File: config.mk
export PLATFORM = sky130hd
export DESIGN_NAME = encoder_poll_frame_parser
export DESIGN_NICKNAME = d
export VERILOG_FILES = /design/src/sv/epfp_pkg.sv /design/src/sv/epfp_front.sv /design/src/sv/epfp_queue.sv /design/src/sv/epfp_back.sv /design/src/sv/encoder_poll_frame_parser.sv
export SDC_FILE = /design/constraint.sdc
export NUM_CORES = 1
export LEC_CHECK = 0
export BUFFER_PORTS_ARGS = -buffer_cell sky130_fd_sc_hd__buf_2
export CORE_ASPECT_RATIO = 1.1
export CORE_MARGIN = 1
export CORE_UTILIZATION = 45
export DETAILED_ROUTE_END_ITERATION = 8
export SETUP_SLACK_MARGIN = 0.3
export SLEW_MARGIN = 10
export SYNTH_ARGS = -nofsm -noshare
export SYNTH_HDL_FRONTEND = slang
export SYNTH_SLANG_ARGS = --single-unit
export TNS_END_PERCENT = 30
File: constraint.sdc
create_clock -name aclk -period 7.39 [get_ports aclk]
set_input_delay 1.478 -clock aclk [delete_from_list [all_inputs] [get_ports aclk]]
set_output_delay 1.478 -clock aclk [all_outputs]
set_load 0.03 [all_outputs]
File: src/sv/epfp_pkg.sv
package epfp_pkg;

    localparam logic [1:0] REQ_POLL    = 2'd0;
    localparam logic [1:0] REQ_BYTE    = 2'd1;
    localparam logic [1:0] REQ_TIMEOUT = 2'd2;
    localparam logic [1:0] REQ_UNUSED  = 2'd3;

    localparam logic [7:0] SOF_CHAR     = 8'h23;
    localparam logic [7:0] DIGIT_ZERO   = 8'h30;
    localparam logic [3:0] MAX_SLAVE    = 4'd9;
    localparam logic [4:0] BODY_LEN     = 5'd21;
    localparam logic [7:0] SEARCH_RESET = 8'd50;

    localparam logic [4:0] F0_FIRST = 5'd5;
    localparam logic [4:0] F0_LAST  = 5'd8;
    localparam logic [4:0] F1_FIRST = 5'd11;
    localparam logic [4:0] F1_LAST  = 5'd14;
    localparam logic [4:0] F2_FIRST = 5'd17;
    localparam logic [4:0] F2_LAST  = 5'd20;

    typedef enum logic [1:0] {
        KIND_TX   = 2'd0,
        KIND_MEAS = 2'd1,
        KIND_ERR  = 2'd2
    } kind_t;

    typedef enum logic [1:0] {
        ERR_NONE      = 2'd0,
        ERR_BAD_SLAVE = 2'd1,
        ERR_NO_RESP   = 2'd2,
        ERR_CORRUPT   = 2'd3
    } err_t;

    typedef enum logic [1:0] {
        PH_IDLE   = 2'd0,
        PH_SEARCH = 2'd1,
        PH_BODY   = 2'd2
    } phase_t;

    typedef enum logic [1:0] {
        OP_POLL     = 2'd0,
        OP_BAD_POLL = 2'd1,
        OP_BYTE     = 2'd2,
        OP_TIMEOUT  = 2'd3
    } op_t;

    typedef struct packed {
        logic [1:0] req_type;
        logic [3:0] slave_number;
        logic [7:0] rx_byte;
    } in_t;

    typedef struct packed {
        kind_t             result_kind;
        logic [7:0]        tx_byte;
        logic [3:0]        meas_slave;
        logic [15:0]       status_word;
        logic signed [15:0] angle_raw;
        logic signed [15:0] speed_raw;
        err_t              error_code;
        logic              last_result;
    } out_t;

    typedef struct packed {
        op_t        op;
        logic [3:0] slave;
        logic       is_sof;
        logic       hex_ok;
        logic [3:0] nib;
    } cmd_t;

endpackage

File: src/sv/epfp_front.sv
module epfp_front
    import epfp_pkg::*;
(
    input  logic s_valid,
    output logic s_ready,
    input  in_t  s_request,
    input  logic q_ready,
    output logic push,
    output cmd_t cmd
);

    logic [7:0] b;

    assign b       = s_request.rx_byte;
    assign s_ready = q_ready;
    // request type three is taken and dropped
    assign push    = s_valid && q_ready && (s_request.req_type != REQ_UNUSED);

    always_comb begin
        cmd        = '0;
        cmd.slave  = s_request.slave_number;
        cmd.is_sof = (b == SOF_CHAR);
        unique case (s_request.req_type)
            REQ_POLL: begin
                cmd.op = (s_request.slave_number > MAX_SLAVE) ? OP_BAD_POLL : OP_POLL;
            end
            REQ_BYTE:    cmd.op = OP_BYTE;
            REQ_TIMEOUT: cmd.op = OP_TIMEOUT;
            default:     cmd.op = OP_TIMEOUT;
        endcase
        priority if (b >= 8'h30 && b <= 8'h39) begin
            cmd.hex_ok = 1'b1;
            cmd.nib    = b[3:0];
        end else if ((b >= 8'h41 && b <= 8'h46) || (b >= 8'h61 && b <= 8'h66)) begin
            cmd.hex_ok = 1'b1;
            cmd.nib    = b[3:0] + 4'd9;
        end else begin
            cmd.hex_ok = 1'b0;
            cmd.nib    = 4'd0;
        end
    end

endmodule

File: src/sv/epfp_queue.sv
module epfp_queue
    import epfp_pkg::*;
#(
    parameter int DEPTH = 2
) (
    input  logic aclk,
    input  logic aresetn,
    input  logic push,
    input  cmd_t push_data,
    output logic q_ready,
    input  logic pop,
    output logic head_valid,
    output cmd_t head
);

    localparam int PTR_W = (DEPTH > 1) ? $clog2(DEPTH) : 1;
    localparam int CNT_W = $clog2(DEPTH + 1);

    cmd_t             mem [DEPTH];
    logic [PTR_W-1:0] wr_ptr_reg, wr_ptr_next;
    logic [PTR_W-1:0] rd_ptr_reg, rd_ptr_next;
    logic [CNT_W-1:0] count_reg, count_next;

    assign q_ready    = (count_reg != CNT_W'(DEPTH));
    assign head_valid = (count_reg != '0);
    assign head       = mem[rd_ptr_reg];

    always_comb begin
        wr_ptr_next = wr_ptr_reg;
        rd_ptr_next = rd_ptr_reg;
        count_next  = count_reg;
        if (push) begin
            wr_ptr_next = (wr_ptr_reg == PTR_W'(DEPTH - 1)) ? '0 : wr_ptr_reg + 1'b1;
        end
        if (pop) begin
            rd_ptr_next = (rd_ptr_reg == PTR_W'(DEPTH - 1)) ? '0 : rd_ptr_reg + 1'b1;
        end
        if (push && !pop) begin
            count_next = count_reg + 1'b1;
        end else if (pop && !push) begin
            count_next = count_reg - 1'b1;
        end
    end

    always_ff @(posedge aclk) begin
        if (!aresetn) begin
            wr_ptr_reg <= '0;
            rd_ptr_reg <= '0;
            count_reg  <= '0;
        end else begin
            wr_ptr_reg <= wr_ptr_next;
            rd_ptr_reg <= rd_ptr_next;
            count_reg  <= count_next;
        end
    end

    always_ff @(posedge aclk) begin
        if (push) begin
            mem[wr_ptr_reg] <= push_data;
        end
    end

endmodule

File: src/sv/epfp_back.sv
module epfp_back
    import epfp_pkg::*;
(
    input  logic       aclk,
    input  logic       aresetn,
    input  logic       cfg_we,
    input  logic [7:0] cfg_wdata,
    input  logic       head_valid,
    input  cmd_t       head,
    output logic       pop,
    output logic       m_valid,
    input  logic       m_ready,
    output out_t       m_result
);

    logic [7:0]  limit_reg;
    phase_t      phase_reg, phase_next;
    logic [7:0]  search_reg, search_next;
    logic [4:0]  index_reg, index_next;
    logic [3:0]  slave_reg, slave_next;
    logic [15:0] acc_reg [3];
    logic [15:0] acc_next [3];
    logic        bad_reg, bad_next;
    logic        beat_reg, beat_next;
    logic        valid_reg, valid_next;
    out_t        out_reg, out_next;

    logic        can_load;
    logic        emit;
    out_t        res;
    logic [7:0]  search_inc;
    logic [4:0]  index_inc;
    logic [1:0]  fsel;
    logic        in_field;

    assign can_load   = !valid_reg || m_ready;
    assign m_valid    = valid_reg;
    assign m_result   = out_reg;
    assign search_inc = (search_reg != 8'hFF) ? search_reg + 8'd1 : search_reg;
    assign index_inc  = index_reg + 5'd1;

    always_comb begin
        in_field = 1'b1;
        fsel     = 2'd0;
        priority if (index_reg >= F0_FIRST && index_reg <= F0_LAST) begin
            fsel = 2'd0;
        end else if (index_reg >= F1_FIRST && index_reg <= F1_LAST) begin
            fsel = 2'd1;
        end else if (index_reg >= F2_FIRST && index_reg <= F2_LAST) begin
            fsel = 2'd2;
        end else begin
            in_field = 1'b0;
        end
    end

    always_comb begin
        phase_next  = phase_reg;
        search_next = search_reg;
        index_next  = index_reg;
        slave_next  = slave_reg;
        acc_next    = acc_reg;
        bad_next    = bad_reg;
        beat_next   = beat_reg;
        emit        = 1'b0;
        res         = '0;
        res.result_kind = KIND_ERR;
        res.error_code  = ERR_NONE;
        res.last_result = 1'b1;

        unique case (head.op)
            OP_POLL: begin
                emit = 1'b1;
                res.result_kind = KIND_TX;
                if (!beat_reg) begin
                    res.tx_byte     = SOF_CHAR;
                    res.last_result = 1'b0;
                end else begin
                    res.tx_byte = DIGIT_ZERO + {4'd0, head.slave};
                end
            end
            OP_BAD_POLL: begin
                emit = 1'b1;
                res.error_code = ERR_BAD_SLAVE;
            end
            OP_TIMEOUT: begin
                emit = (phase_reg != PH_IDLE);
                res.error_code = (phase_reg == PH_SEARCH) ? ERR_NO_RESP : ERR_CORRUPT;
            end
            OP_BYTE: begin
                if (phase_reg == PH_SEARCH && !head.is_sof) begin
                    emit = (search_inc >= limit_reg);
                    res.error_code = ERR_CORRUPT;
                end else if (phase_reg == PH_BODY && index_inc == BODY_LEN) begin
                    emit = 1'b1;
                    if (bad_reg || (in_field && !head.hex_ok)) begin
                        res.error_code = ERR_CORRUPT;
                    end else begin
                        res.result_kind = KIND_MEAS;
                        res.meas_slave  = slave_reg;
                        res.status_word = acc_reg[0];
                        res.angle_raw   = acc_reg[1];
                        res.speed_raw   = {acc_reg[2][11:0], head.nib};
                    end
                end
            end
            default: emit = 1'b0;
        endcase

        pop = head_valid && (!emit || can_load) && !(head.op == OP_POLL && !beat_reg);

        if (head_valid && emit && can_load && head.op == OP_POLL) begin
            beat_next = !beat_reg;
        end

        if (pop) begin
            unique case (head.op)
                OP_POLL: begin
                    phase_next  = PH_SEARCH;
                    search_next = 8'd0;
                    index_next  = 5'd0;
                    slave_next  = head.slave;
                    acc_next    = '{16'd0, 16'd0, 16'd0};
                    bad_next    = 1'b0;
                end
                OP_BAD_POLL: phase_next = PH_IDLE;
                OP_TIMEOUT:  phase_next = PH_IDLE;
                OP_BYTE: begin
                    if (phase_reg == PH_SEARCH) begin
                        if (head.is_sof) begin
                            phase_next = PH_BODY;
                            index_next = 5'd0;
                        end else begin
                            search_next = search_inc;
                            if (emit) begin
                                phase_next = PH_IDLE;
                            end
                        end
                    end else if (phase_reg == PH_BODY) begin
                        index_next = index_inc;
                        if (in_field) begin
                            if (head.hex_ok) begin
                                acc_next[fsel] = {acc_reg[fsel][11:0], head.nib};
                            end else begin
                                bad_next = 1'b1;
                            end
                        end
                        if (emit) begin
                            phase_next = PH_IDLE;
                        end
                    end
                end
                default: phase_next = phase_reg;
            endcase
        end

        valid_next = valid_reg;
        out_next   = out_reg;
        if (m_ready) begin
            valid_next = 1'b0;
        end
        if (head_valid && emit && can_load) begin
            valid_next = 1'b1;
            out_next   = res;
        end
    end

    always_ff @(posedge aclk) begin
        if (!aresetn) begin
            limit_reg  <= SEARCH_RESET;
            phase_reg  <= PH_IDLE;
            search_reg <= '0;
            index_reg  <= '0;
            slave_reg  <= '0;
            acc_reg    <= '{16'd0, 16'd0, 16'd0};
            bad_reg    <= 1'b0;
            beat_reg   <= 1'b0;
            valid_reg  <= 1'b0;
        end else begin
            if (cfg_we) begin
                limit_reg <= cfg_wdata;
            end
            phase_reg  <= phase_next;
            search_reg <= search_next;
            index_reg  <= index_next;
            slave_reg  <= slave_next;
            acc_reg    <= acc_next;
            bad_reg    <= bad_next;
            beat_reg   <= beat_next;
            valid_reg  <= valid_next;
        end
    end

    always_ff @(posedge aclk) begin
        out_reg <= out_next;
    end

endmodule

File: src/sv/encoder_poll_frame_parser.sv
// Path: a request taken is written into the queue buffer, read by the parser at its head,
// and its result is registered in the output register; a poll gives its second transmit
// byte from the same register once the first is taken. Throughput: one request per cycle
// while the queue has room; a good poll gives two results in turn through the single
// output register. Requests queue in a DEPTH-entry buffer ahead of the parser.
// Reset (aresetn low, synchronous): queue emptied, parser idle, no result pending, search limit back to 50.
module encoder_poll_frame_parser
    import epfp_pkg::*;
#(
    parameter int DEPTH = 2
) (
    input  logic       aclk,
    input  logic       aresetn,
    input  logic       s_valid,
    output logic       s_ready,
    input  in_t        s_request,
    output logic       m_valid,
    input  logic       m_ready,
    output out_t       m_result,
    input  logic       cfg_we,
    input  logic [7:0] cfg_wdata
);

    logic q_ready;
    logic push;
    cmd_t cmd;
    logic pop;
    logic head_valid;
    cmd_t head;

    epfp_front u_front (
        .s_valid   (s_valid),
        .s_ready   (s_ready),
        .s_request (s_request),
        .q_ready   (q_ready),
        .push      (push),
        .cmd       (cmd)
    );

    epfp_queue #(
        .DEPTH (DEPTH)
    ) u_queue (
        .aclk       (aclk),
        .aresetn    (aresetn),
        .push       (push),
        .push_data  (cmd),
        .q_ready    (q_ready),
        .pop        (pop),
        .head_valid (head_valid),
        .head       (head)
    );

    epfp_back u_back (
        .aclk       (aclk),
        .aresetn    (aresetn),
        .cfg_we     (cfg_we),
        .cfg_wdata  (cfg_wdata),
        .head_valid (head_valid),
        .head       (head),
        .pop        (pop),
        .m_valid    (m_valid),
        .m_ready    (m_ready),
        .m_result   (m_result)
    );

endmodule

==> flow_summary.ini, run 1 <==
[global_route]
grt_max_degree = 64
antenna_found_initial = 0
grt_pass1_vias = 5284
grt_first_pass_wirelength_um = 26100
grt-ovfl-total = 0
track_usage_pct = 19.7

[clock_tree]
cts_hold_buf = 0
clock_path_buffers = 2
post_cts_buffers = 0
worstSkewPairLatency_ps = 430
clkTransAtPathRegs_ps = 60
ctsHtreeMaxLevel = 4
cts_tree = done
cts_root_buffer = clkbuf_16
cts_resized = 0
cts_buffers = 17
clock_sinks = 166

[setup_path]
cp.required_ps = 7650
crit_type = reg -> reg
endpoint_kind = register
critPathTopFamily = compound AO/OA/AOI/OAI gates
crit_chain = ha_1, nand2_1, nor3_1, mux2_2, ha_1, o211ai_1, a21oi_1, o41ai_1, a221oi_4, a211o_1, a21oi_1, o32ai_1
cp-start-kind = register
path_max_fanout = 12
cpMaxStageDelayCell = a21oi_1
crit_buf_inv = 0
crit_arrival_ps = 4830
critical_path.max_stage_delay_ps = 760

[floorplan]
coreArea_um2 = 15900
die_w_um = 125
die_h_um = 137
dieArea_um2 = 17000
ios = 94
rows = 48
start_util_pct = 46.7

[placement]
place_area_um2 = 8030
place.port_buffers = 91
dp_hpwl_um = 11300
gp_congestion = 0.859

[routing]
routedWlPerCell_um = 16.5
dr.pass1.iters = 5
vias = 5275
drcViolationCount = 0
drt_iter0_drc = 306
ant_nets = 0
wl_um = 16100
via_per_inst = 5.41

[cells_and_area]
fillers = 1402
multi_input_area_um2 = 3000
design_area_um2 = 8610
synthToLayoutAreaGrowth_pct = 15.9
nets = 806
n_antenna_cell = 0
largest_reg_flops = 63
ff_latch_area_um2 = 4190
drive_gt1_share_pct = 20.5

[timing]
max_slew.worst_pin.slew_ps = 1030
slew_violations = 0
clock_skew_ps = 8.13
period_share_pct = 61.8
maxClockFrequency_mhz = 219
totalNegativeSetupSlack_ps = 0
setup_viol_count_final = 0
maxSlewHeadroom_pct = 31.2
rsz0062_at_grt = false
hold_viol_final = 0
post-route-min-period_ps = 4570

[synthesis]
syn_area_um2 = 7430
syn-instance-count = 681
yosysUniqueCellTypes = 63
synth_edf_count = 87
yosys_register_bits = 166
synth_ff_type = edfxtp_1
avgSynthCellArea_um2 = 10.9
async_reset_ff_share_pct = 0
ys_warn_count = 0
ys_seq_area_share_pct = 56.4

[outcome]
status = finished clean

[power]
power_mw = 2.60
vdd_drop_max_v = 0.000170
p_per_area_nw_per_um2 = 301
power_leakage_nw = 3.33

[flow_run]
cap_violations = 0

[worst_hold_path]
hp-class = reg -> reg
-- cell type report --
cell class | count | share of cell area, %
Tap cell | 200 | 2.91
Inverter | 25 | 1.09
Sequential cell | 166 | 48.7
Clock buffer | 22 | 5.51
Multi-Input combinational cell | 455 | 34.9
Clock inverter | 10 | 1.13
Timing Repair Buffer | 97 | 5.81
-- worst register-to-register path, delay by kind of cell (launching register included) --
| kind | cells | cell delay (ps) |
|---|---|---|
| flops | 1 | 430 |
| fa+ha+maj | 2 | 510 |
| compound gates | 7 | 2430 |
| simple gates | 2 | 600 |
| mux | 1 | 420 |
-- layer usage --
layer	vias up	GRT usage, %	part of all wire, %
li1	2613	-	-
met1	2500	21.8	40
met2	127	36.0	53
met3	35	4.26	3.6
met4	0	9.44	3.0
met5	-	0	0
-- power breakdown --
group	total (mW)	switching (mW)	internal [mW]
registers	1.16	0.0561	1.11
logic	0.581	0.411	0.170
clock network	0.852	0.360	0.493
total	2.60	0.826	1.77
-- placed cells by master (no fill, tap or decap), drive strengths merged, types with 6 or more instances in the layout --
master / n
a211oi: 7
a21oi: 36
and2: 55
buf: 97
clkbuf: 22
clkinv: 6
dfxtp: 79
edfxtp: 87
ha: 17
inv: 27
mux2: 9
mux2i: 27
nand2: 71
nand2b: 16
nand3: 15
nor2: 57
o21ai: 16
o22ai: 32
o32ai: 17
or3: 6
-- per-stage QoR --
| stage | hold slack, ps | util [%] | std cells | worst slack, ps |
|---|---|---|---|---|
| after global placement | 463 | 50.4 | 943 | 3050 |
| final | 471 | 54.1 | 975 | 2820 |
| after global routing | 497 | 54.1 | 975 | 2510 |
| after floorplan | 442 | - | 682 | 1610 |
| after detailed placement | 463 | 50.4 | 943 | 2850 |
| after CTS | 473 | 54.0 | 975 | 2840 |
-- Yosys cell counts (4+ instances only) --
cell | number | area [um2]
edfxtp_1 | 87 | 2610
dfxtp_1 | 79 | 1580
nand2_1 | 71 | 267
nor2_1 | 57 | 214
and2_1 | 55 | 344
a21oi_1 | 34 | 170
o22ai_1 | 32 | 200
mux2i_1 | 27 | 270
inv_1 | 24 | 90.1
clkbuf_1 | 21 | 78.8
ha_1 | 17 | 213
nand2b_1 | 16 | 100
nand3_1 | 15 | 75.1
o21ai_0 | 15 | 75.1
mux2_2 | 9 | 101
o32ai_2 | 9 | 146
o32ai_1 | 8 | 70.1
buf_2 | 6 | 30.0
a211oi_1 | 5 | 37.5
nor2b_1 | 5 | 31.3
nor3_1 | 5 | 25.0
o211ai_1 | 5 | 37.5
or3_1 | 5 | 31.3
xnor2_1 | 5 | 43.8
xor2_1 | 5 | 43.8
a211o_1 | 4 | 35.0
buf_4 | 4 | 30.0
o31ai_1 | 4 | 30.0
or2_2 | 4 | 25.0
-- kinds of logic (layout without fill, tap and decap cells) --
family | after synthesis | after routing | share of synthesized area [%]
XOR/XNOR | 10 | 10 | 1.18
buffers and inverters | 61 | 154 | 3.59
multiplexers | 36 | 36 | 5.00
adder cells (fa/ha/maj) | 17 | 17 | 2.86
flip-flops | 166 | 166 | 56.5
other | 1 | 2 | 0.0505
AO/OA/AOI/OAI | 140 | 140 | 14.1
AND/OR/NAND/NOR | 250 | 250 | 16.8
-- path summary, 6_finish.rpt --
kind | start | endpoint | slack [ps] | depth (start not counted)
setup reg to reg | u_back.search_reg[0]$_SDFFE_PN0P_ | u_back.acc_reg[1]$_SDFFE_PN0P_ | 2820 | 12
hold / removal | u_back.acc_reg[30]$_SDFFE_PN0P_ | u_back.acc_reg[30]$_SDFFE_PN0P_ | 470 | 2
setup / recovery | u_back.search_reg[0]$_SDFFE_PN0P_ | u_back.acc_reg[1]$_SDFFE_PN0P_ | 2820 | 12
hold reg to reg | u_back.acc_reg[30]$_SDFFE_PN0P_ | u_back.acc_reg[30]$_SDFFE_PN0P_ | 470 | 2
Power figures use the tool's default switching activity.
==> inputs of run 2 (changes only) <==
Settings changed: ABC_AREA set to 1, PLACE_DENSITY set to 0.67.
Clock period 7.39 ns to 4.1 ns, I/O delays scaled along.
==> run 2 against run 1 <==
  * Via count grew 13%
  * Clock-buffer cell count is the same
  * Critical path type unchanged
  * Non-clock buffer count grew 1
  * Global-route usage shrank 0.73 points
  * Combinational power grew to 3.5 times the previous value
  * Flip-flop and latch count is the same
  * Worst setup slack lost 2000 ps
  * Routed wire length shrank 0.26%
  * Final area grew 1.4%
  * Sequential share of layout area shrank 0.68 points
  * Die area grew 2.0%
  * Highest routed layer unchanged
==> flow_summary.ini, run 2 <==
[outcome]
status = finished clean

[routing]
ant_nets = 0
drcViolationCount = 0
via_per_inst = 5.13
dr.pass1.iters = 5
drt_iter0_drc = 378
vias = 5948
wl_um = 16100
routedWlPerCell_um = 13.9

[power]
power_mw = 5.91
vdd_drop_max_v = 0.000461
power_leakage_nw = 3.40
p_per_area_nw_per_um2 = 677

[cells_and_area]
final_cell_mix = nand2_1, nor2_1, inv_1
final_common_cell = nand2_1
largest_reg_flops = 63
design_area_um2 = 8730
nets = 987
final_util_pct = 53.2
drive_gt1_share_pct = 16.4
synthToLayoutAreaGrowth_pct = 15.2
n_antenna_cell = 0

[setup_path]
startpoint = u_back.search_reg[0]$_SDFFE_PN0P_
cp-start-kind = register
crit_arrival_ps = 3640
crit_type = reg -> reg
reg2reg_slack_ps = 780
endpoint_kind = register
cp.required_ps = 4410
path_max_fanout = 8
rr_startpoint = u_back.search_reg[0]$_SDFFE_PN0P_
r2r-end = u_queue.count_reg[1]$_SDFFE_PN0P_
r2r_cells = 20

[timing]
maxSlewHeadroom_pct = 15.3
slew_violations = 0
totalNegativeSetupSlack_ps = 0
setup_viol_count_final = 0
post-route-min-period_ps = 3320
maxClockFrequency_mhz = 301
clock_skew_ps = 8.65
rsz0062_at_grt = false
hold_viol_final = 0
period_share_pct = 81.1
max_slew.worst_pin.slew_ps = 1270

[clock_tree]
cts_buffers = 17
worstSkewPairLatency_ps = 430
clock_sinks = 166
clock_path_buffers = 2
cts_hold_buf = 0
clkTransAtPathRegs_ps = 60
cts_resized = 0
cts_root_buffer = clkbuf_16
ctsHtreeMaxLevel = 4
post_cts_buffers = 0
cts_tree = done

[synthesis]
synth_compound_area_share_pct = 9.26
ys_seq_area_share_pct = 55.3
avgSynthCellArea_um2 = 8.79
synth_ff_type = edfxtp_1
synth_edf_count = 87
syn_area_um2 = 7580
synth_top_family_by_area = simple AND/OR/NAND/NOR gates
yosysUniqueCellTypes = 39
synth_xor_area_share_pct = 0.808
synth_adder_area_share_pct = 2.80
yosys_register_bits = 166
synthMuxAreaShare_pct = 0.528
syn-instance-count = 863
ys_warn_count = 0
yosys.area_share.simple_pct = 22.9
synth_top_cells_by_area = edfxtp_1, dfxtp_1, nand2_1
netlist.area_leader.share_pct = 34.4
synth_area_leader_cell = edfxtp_1
async_reset_ff_share_pct = 0
yosys.cell_count.top_type = nand2_1
synth_common_cells = nand2_1, nor2_1, inv_1

[placement]
place_area_um2 = 8160
gp_congestion = 0.900
place.port_buffers = 91
dp_hpwl_um = 10700

[floorplan]
die_w_um = 126
coreArea_um2 = 16400
rows = 49
dieArea_um2 = 17400
die_h_um = 138
ios = 94
start_util_pct = 46.2

[worst_hold_path]
whs_path_depth = 1
worstHoldStart = u_queue.rd_ptr_reg$_SDFFE_PN0N_
hp-class = reg -> reg

[global_route]
track_usage_pct = 18.9
grt_max_degree = 53
grt-ovfl-total = 0
grt_first_pass_wirelength_um = 26200
grt_pass1_vias = 5434
antenna_found_initial = 0

[flow_run]
cap_violations = 0
run 2: changes by cell type in the layout (fill, tap and decap cells not counted), sizes merged, moves of 23 or more:
| cell | change |
|---|---|
| nor2 | +72 |
| o22ai | -32 |
| a21oi | +44 |
| and2 | -55 |
| mux2i | -23 |
| nand4 | +54 |
| nand2 | +100 |
| inv | +90 |
run 2: cell families after synthesis:
| kind of cell | after synthesis |
|---|---|
| AO/OA/AOI/OAI | 129 |
| other | 1 |
| flip-flops | 166 |
| adder cells (fa/ha/maj) | 17 |
| buffers and inverters | 155 |
| AND/OR/NAND/NOR | 384 |
| multiplexers | 4 |
| XOR/XNOR | 7 |
run 2: worst max path at each step:
| stage | to | slack, ps | cells after the start |
|---|---|---|---|
| floorplan | u_back.m_result[0]$_SDFFCE_PP1P_ | 720 | 15 |
| global placement | u_queue.count_reg[1]$_SDFFE_PN0P_ | 920 | 21 |
| detailed placement | u_queue.count_reg[1]$_SDFFE_PN0P_ | 790 | 20 |
| CTS | u_queue.count_reg[1]$_SDFFE_PN0P_ | 780 | 20 |
| global route | u_queue.count_reg[1]$_SDFFE_PN0P_ | 360 | 19 |
| finish | u_queue.count_reg[1]$_SDFFE_PN0P_ | 780 | 20 |
run 2: cell type report:
class                   count  area (um2)
fillers                  1569        7700
repair buffers             98         508
multi-input cells         543        2760
flip-flops and latches    166        4190
inverters                 117         440
clock buffers              22         444
well taps                 204         255
clock inverters            10         129
run 2: critical path, stage by stage (launching register included):
cell	delay [ps]
dfxtp_1	330
ha_1	200
nand4_1	150
nor2_1	140
nand2_1	190
nand3_1	140
xor2_1	220
ha_1	280
nand2_1	70
a21oi_1	60
nor2_1	80
nand4_1	110
nand2_2	100
nand2_4	80
nand2_4	150
nand2_1	130
ha_1	320
a21oi_1	120
o21ai_0	110
o21ai_0	160
a21oi_1	60
run 2: layer usage:
layer  vias to the layer above  wire, um  GRT usage, %
li1                       3013         -             -
met1                      2732      7340          24.0
met2                       168      7690          31.7
met3                        35       651          3.37
met4                         0       412          8.24
met5                         -         0             0
run 2: metrics by stage:
stage | worst slack [ps] | cells | hold WS, ps
global placement | 921 | 1128 | 439
finish | 777 | 1160 | 457
global route | 362 | 1160 | 479
CTS | 776 | 1160 | 457
floorplan | 720 | 864 | 432
detailed placement | 793 | 1128 | 449
run 2: report_power, final:
part | switching (mW) | internal (mW) | total [mW]
clock | 0.621 | 0.952 | 1.57
combinational | 1.54 | 0.517 | 2.05
sequential | 0.146 | 2.14 | 2.29
